==> src/design/sgrm_pkg.sv <==
// Shared types and constants for the scatter-gather read mapper.
// Used by the controller, the datapath and the top level; no dependencies.
package sgrm_pkg;

  localparam int DEF_BLOCK_ENTRIES = 1024;
  localparam int DEF_FILE_COUNT    = 32;
  localparam int DEF_MAX_CHUNKS    = 64;

  localparam int IN_DATA_W  = 232;
  localparam int OUT_DATA_W = 200;
  localparam int CFG_IDX_W  = 8;
  localparam int CFG_DATA_W = 48;

  localparam logic [CFG_IDX_W-1:0] REG_TOTAL_LENGTH = 8'd0;
  localparam logic [CFG_IDX_W-1:0] REG_BLOCK_COUNT  = 8'd1;

  typedef enum logic [1:0] {
    CMD_LOAD = 2'd0,
    CMD_SEQ  = 2'd1,
    CMD_POS  = 2'd2,
    CMD_SEEK = 2'd3
  } cmd_t;

  // seek modes; the spare code behaves as from-start
  localparam logic [1:0] SMODE_ABS  = 2'd0;
  localparam logic [1:0] SMODE_REL  = 2'd1;
  localparam logic [1:0] SMODE_BACK = 2'd2;
  localparam logic [1:0] SMODE_RSVD = 2'd3;

  typedef enum logic [3:0] {
    ST_IDLE,
    ST_LOAD,
    ST_SEEK,
    ST_RSTART,
    ST_RLOOP,
    ST_RWAIT,
    ST_RCMP,
    ST_REMIT,
    ST_RFIN,
    ST_ORD,
    ST_OSHOW
  } state_t;

  // controller -> datapath
  typedef struct packed {
    logic take_item;
    logic do_load;
    logic do_seek;
    logic rd_init;
    logic tbl_read;
    logic cmp_capture;
    logic step_back;
    logic step_fwd;
    logic hit_capture;
    logic emit;
    logic set_err;
    logic rd_finish;
    logic out_load;
  } dp_ctl_t;

  // datapath -> controller
  typedef struct packed {
    cmd_t cmd;
    logic past_end;
    logic loop_go;
    logic walk_fail;
    logic below;
    logic above;
    logic out_busy;
    logic out_is_last;
  } dp_sts_t;

endpackage

==> src/design/sgrm_ctrl.sv <==
// Controller state machine for the scatter-gather read mapper.
// Depends on sgrm_pkg; drives the datapath by a command struct.
module sgrm_ctrl (
  input  logic              clk,
  input  logic              rst,
  input  logic              s_tvalid,
  output logic              s_tready,
  input  sgrm_pkg::dp_sts_t sts,
  output sgrm_pkg::dp_ctl_t ctl
);
  import sgrm_pkg::*;

  state_t state, state_next;
  logic   accept;

  assign accept = s_tvalid && s_tready;

  always_ff @(posedge clk) begin
    if (rst) begin
      state <= ST_IDLE;
    end else begin
      state <= state_next;
    end
  end

  always_comb begin
    state_next = state;
    case (state)
      ST_IDLE: begin
        if (accept) begin
          state_next = ST_RSTART;
        end
      end
      ST_RSTART: begin
        // item registers are loaded now; branch on the command
        case (sts.cmd)
          CMD_LOAD: state_next = ST_LOAD;
          CMD_SEEK: state_next = ST_SEEK;
          default:  state_next = sts.past_end ? ST_ORD : ST_RLOOP;
        endcase
      end
      ST_LOAD:  state_next = ST_ORD;
      ST_SEEK:  state_next = ST_ORD;
      ST_RLOOP: begin
        if (!sts.loop_go || sts.walk_fail) begin
          state_next = ST_RFIN;
        end else begin
          state_next = ST_RWAIT;
        end
      end
      ST_RWAIT: state_next = ST_RCMP;
      ST_RCMP: begin
        if (sts.below || sts.above) begin
          state_next = ST_RLOOP;
        end else begin
          state_next = ST_REMIT;
        end
      end
      ST_REMIT: state_next = ST_RLOOP;
      ST_RFIN:  state_next = ST_ORD;
      ST_ORD:   state_next = ST_OSHOW;
      ST_OSHOW: begin
        if (!sts.out_busy) begin
          state_next = sts.out_is_last ? ST_IDLE : ST_ORD;
        end
      end
      default: state_next = ST_IDLE;
    endcase
  end

  always_comb begin
    ctl      = '0;
    s_tready = 1'b0;
    case (state)
      ST_IDLE: begin
        s_tready      = !rst;
        ctl.take_item = accept;
      end
      ST_RSTART: ctl.rd_init = 1'b1;
      ST_LOAD:   ctl.do_load = 1'b1;
      ST_SEEK:   ctl.do_seek = 1'b1;
      ST_RLOOP: begin
        if (sts.loop_go) begin
          if (sts.walk_fail) begin
            ctl.set_err = 1'b1;
          end else begin
            ctl.tbl_read = 1'b1;
          end
        end
      end
      ST_RWAIT: ctl.cmp_capture = 1'b1;
      ST_RCMP: begin
        if (sts.below) begin
          ctl.step_back = 1'b1;
        end else if (sts.above) begin
          ctl.step_fwd = 1'b1;
        end else begin
          ctl.hit_capture = 1'b1;
        end
      end
      ST_REMIT: ctl.emit = 1'b1;
      ST_RFIN:  ctl.rd_finish = 1'b1;
      ST_OSHOW: ctl.out_load = !sts.out_busy;
      default: ;
    endcase
  end
endmodule

==> config.mk <==
export PLATFORM = sky130hd
export DESIGN_NAME = sgrm_ctrl
export DESIGN_NICKNAME = d
export VERILOG_FILES = /design/src/design/sgrm_pkg.sv /design/src/design/sgrm_ctrl.sv
export SDC_FILE = /design/constraint.sdc
export NUM_CORES = 1
export LEC_CHECK = 0
export BUFFER_PORTS_ARGS = -buffer_cell sky130_fd_sc_hd__buf_2
export CORE_AREA = 2 2 39 41
export DETAILED_ROUTE_END_ITERATION = 12
export DIE_AREA = 0 0 41 43
export PLACE_DENSITY_LB_ADDON = 0.05
export SYNTH_ARGS = -nofsm -noshare
export SYNTH_HDL_FRONTEND = slang
export SYNTH_SLANG_ARGS = --single-unit
==> constraint.sdc <==
create_clock -name clk -period 1.6 [get_ports clk]
set_input_delay 0.32 -clock clk [delete_from_list [all_inputs] [get_ports clk]]
set_output_delay 0.32 -clock clk [all_outputs]
set_load 0.02 [all_outputs]
==> metrics.yaml <==
hold_class: "input pin to flip-flop"
cts_buffer_depth: 2
switchingPower_mw: 0.534
synth_cell_types: 30
final_area_um2: 822
clkSinkCount: 4
synthArstFlopShare: 0
multi_input_area_um2: 440
antenna_found_initial: 0
largest-register: "state"
ir_drop_v: 0.000696
holdPathEnd: "state[2]"
timing.rr.start: "state[3]"
wl_met2_um: 759
clock_skew_ns: 0.00245
synth_edf_count: 0
p_seq_frac: 0.164
dr.pass1.iters: 4
fin_util: 0.594
fill_cells: 145
avgSynthCellArea_um2: 6.91
regArea_um2: 92.6
wl_met1_um: 666
nets: 127
p_leak_nw: 0.393
p_per_area_nw_per_um2: 1450
ios: 26
crit_type: "flip-flop to output port"
placed_area_um2: 717
synth_cells: 75
critPathMaxFanout: 5
start_kind: "flip-flop"
wl_mm: 1.52
p_comb_frac: 0.730
slew_headroom: 0.744
p_clk_frac: 0.105
die_x_um: 41
grt_pass1_vias: 646
dr.first_iter.drc_count: 7
top_layer: "met3"
clk_pin_slew_worst_paths_ns: 0.04
p_int_mw: 0.656
status: "finished with violations"
yosys_warnings: 0
grt-ovfl-total: 0
worstSetupEndpointType: "output port"
finalCriticalPeriod_ns: 1.61
area_growth_pct: 58.7
antenna_cells: 0
syn_area_um2: 518
ys_seq_elements: 4
grtUsageTotal: 0.201
port_buffers: 25
worstRegToRegCells: 6
largestRegisters: "state: 4 flops"
hold_viol_final: 0
vias: 671
dieArea_um2: 1760
maxClockFrequency_mhz: 621
setup_viol: 1
syn_nets: 89
drc: 0
vias_per_cell: 5.28
core_um2: 1380
rr_endpoint: "state[0]"
hold_path_startpoint: "rst"
clock_latency_ns: 0.23
fin_crit_sh: 1.01
violations: "negative setup slack"
tightest_slew_ns: 0.381
timing.final.max_slew_violations: 0
maxCapViolCount: 0
ys.flop_type: "dfxtp_1"
dp_hpwl_mm: 1.13
grt_max_degree: 9
ctsHtreeMaxLevel: 1
rows: 14
largest_reg_flops: 4
final_cell_mix: "23 x buf_2, 14 x buf_4, 8 x nor2_1"
drive_gt1_frac: 0.505
rsz0062_at_grt: "yes"
r2r_setup_slack_ns: 0.29
setup_ws_ns: -0.0104
routedWlPerCell_um: 11.9
ys_seq_area_frac: 0.155
initial_core_util: 0.374
cts_inserted_buffers: 3
grt_first_pass_wirelength_mm: 2.48
swShare: 0.449
cts_tree: "yes"
required_ns: 1.28
antenna_left: 0
arrival_ns: 1.29
layout_commonest_cell: "buf_2"
globalplace.congestion: 0.821
die_h_um: 43
worstHoldPathCells: 2
met3_length_um: 90
root_buffer: "clkbuf_4"
==> layout make-up <==
| cell class | instances | area share |
|---|---|---|
| clock buffer | 3 | 0.0274 |
| inverter | 4 | 0.0183 |
| multi-input combinational | 62 | 0.536 |
| sequential | 4 | 0.113 |
| tap | 16 | 0.0244 |
| timing repair buffer | 38 | 0.282 |
==> through the flow <==
step	hold slack [ns]	worst slack, ns	std cells	setup TNS, ns	power [mW]
floorplan	0.392	-0.0347	75	-0.0347	0.677
finish	0.333	-0.0104	127	-0.0104	1.19
CTS	0.326	-0.00682	127	-0.00682	1.15
detailed placement	0.578	0.115	119	0	0.900
global route	0.333	-0.0797	127	-0.134	1.28
global placement	0.574	0.122	119	0	0.907
==> how the worst max path moves through the flow <==
stage / to / cells after the start / from
after detailed placement: ctl[12] / 4 / state[0]
after CTS: ctl[12] / 4 / state[0]
after global routing: ctl[12] / 4 / state[0]
after global placement: ctl[12] / 4 / state[3]
final: ctl[12] / 4 / state[0]
after floorplan: ctl[12] / 4 / state[3]
==> cells in the mapped netlist, types with 3 or more instances <==
| master | n | area [µm²] |
|---|---|---|
| nor3_1 | 7 | 35.0 |
| buf_2 | 5 | 25.0 |
| a21oi_1 | 4 | 20.0 |
| a31oi_1 | 3 | 18.8 |
| nand2b_1 | 8 | 50.1 |
| nor2_1 | 8 | 30.0 |
| nand2_1 | 4 | 15.0 |
| inv_1 | 4 | 15.0 |
| dfxtp_1 | 4 | 80.1 |
==> power by group through the flow <==
stage | combinational [mW] | clock, mW | sequential, mW
floorplan | 0.523 | 0 | 0.154
detailed placement | 0.684 | 0 | 0.217
finish | 0.869 | 0.125 | 0.196
global placement | 0.686 | 0 | 0.221
global route | 0.949 | 0.136 | 0.198
CTS | 0.819 | 0.131 | 0.195
==> repair_timing <==
item | CTS | global route
pin swaps | 2 | 2
buffers inserted | 5 | 0
endpoints found under the setup margin | 10 | 7
hold buffers | 0 | 0
endpoints found under the hold margin | 0 | 0
resized for setup | 8 | 7
==> logic make-up (layout without fill, tap and decap cells) <==
| family | after synthesis | count (layout) | synth area share |
|---|---|---|---|
| flops | 4 | 4 | 0.155 |
| xor+xnor | 1 | 1 | 0.0169 |
| fa+ha+maj | 2 | 2 | 0.0483 |
| mux | 1 | 1 | 0.0217 |
| buf+inv | 9 | 45 | 0.0773 |
| compound gates | 15 | 15 | 0.186 |
| simple gates | 43 | 43 | 0.495 |
==> worst max-delay path, stage by stage, from the launching register on <==
cell	delay [ns]
dfxtp_4	0.35
or2_4	0.27
nor4_4	0.15
and2_4	0.18
buf_6	0.10
==> routing by layer <==
layer | up-vias | GRT usage
li1 | 339 | -
met1 | 309 | 0.240
met2 | 23 | 0.325
met3 | 0 | 0.0576
met4 | 0 | 0.0667
met5 | - | 0
Power figures use the tool's default switching activity.
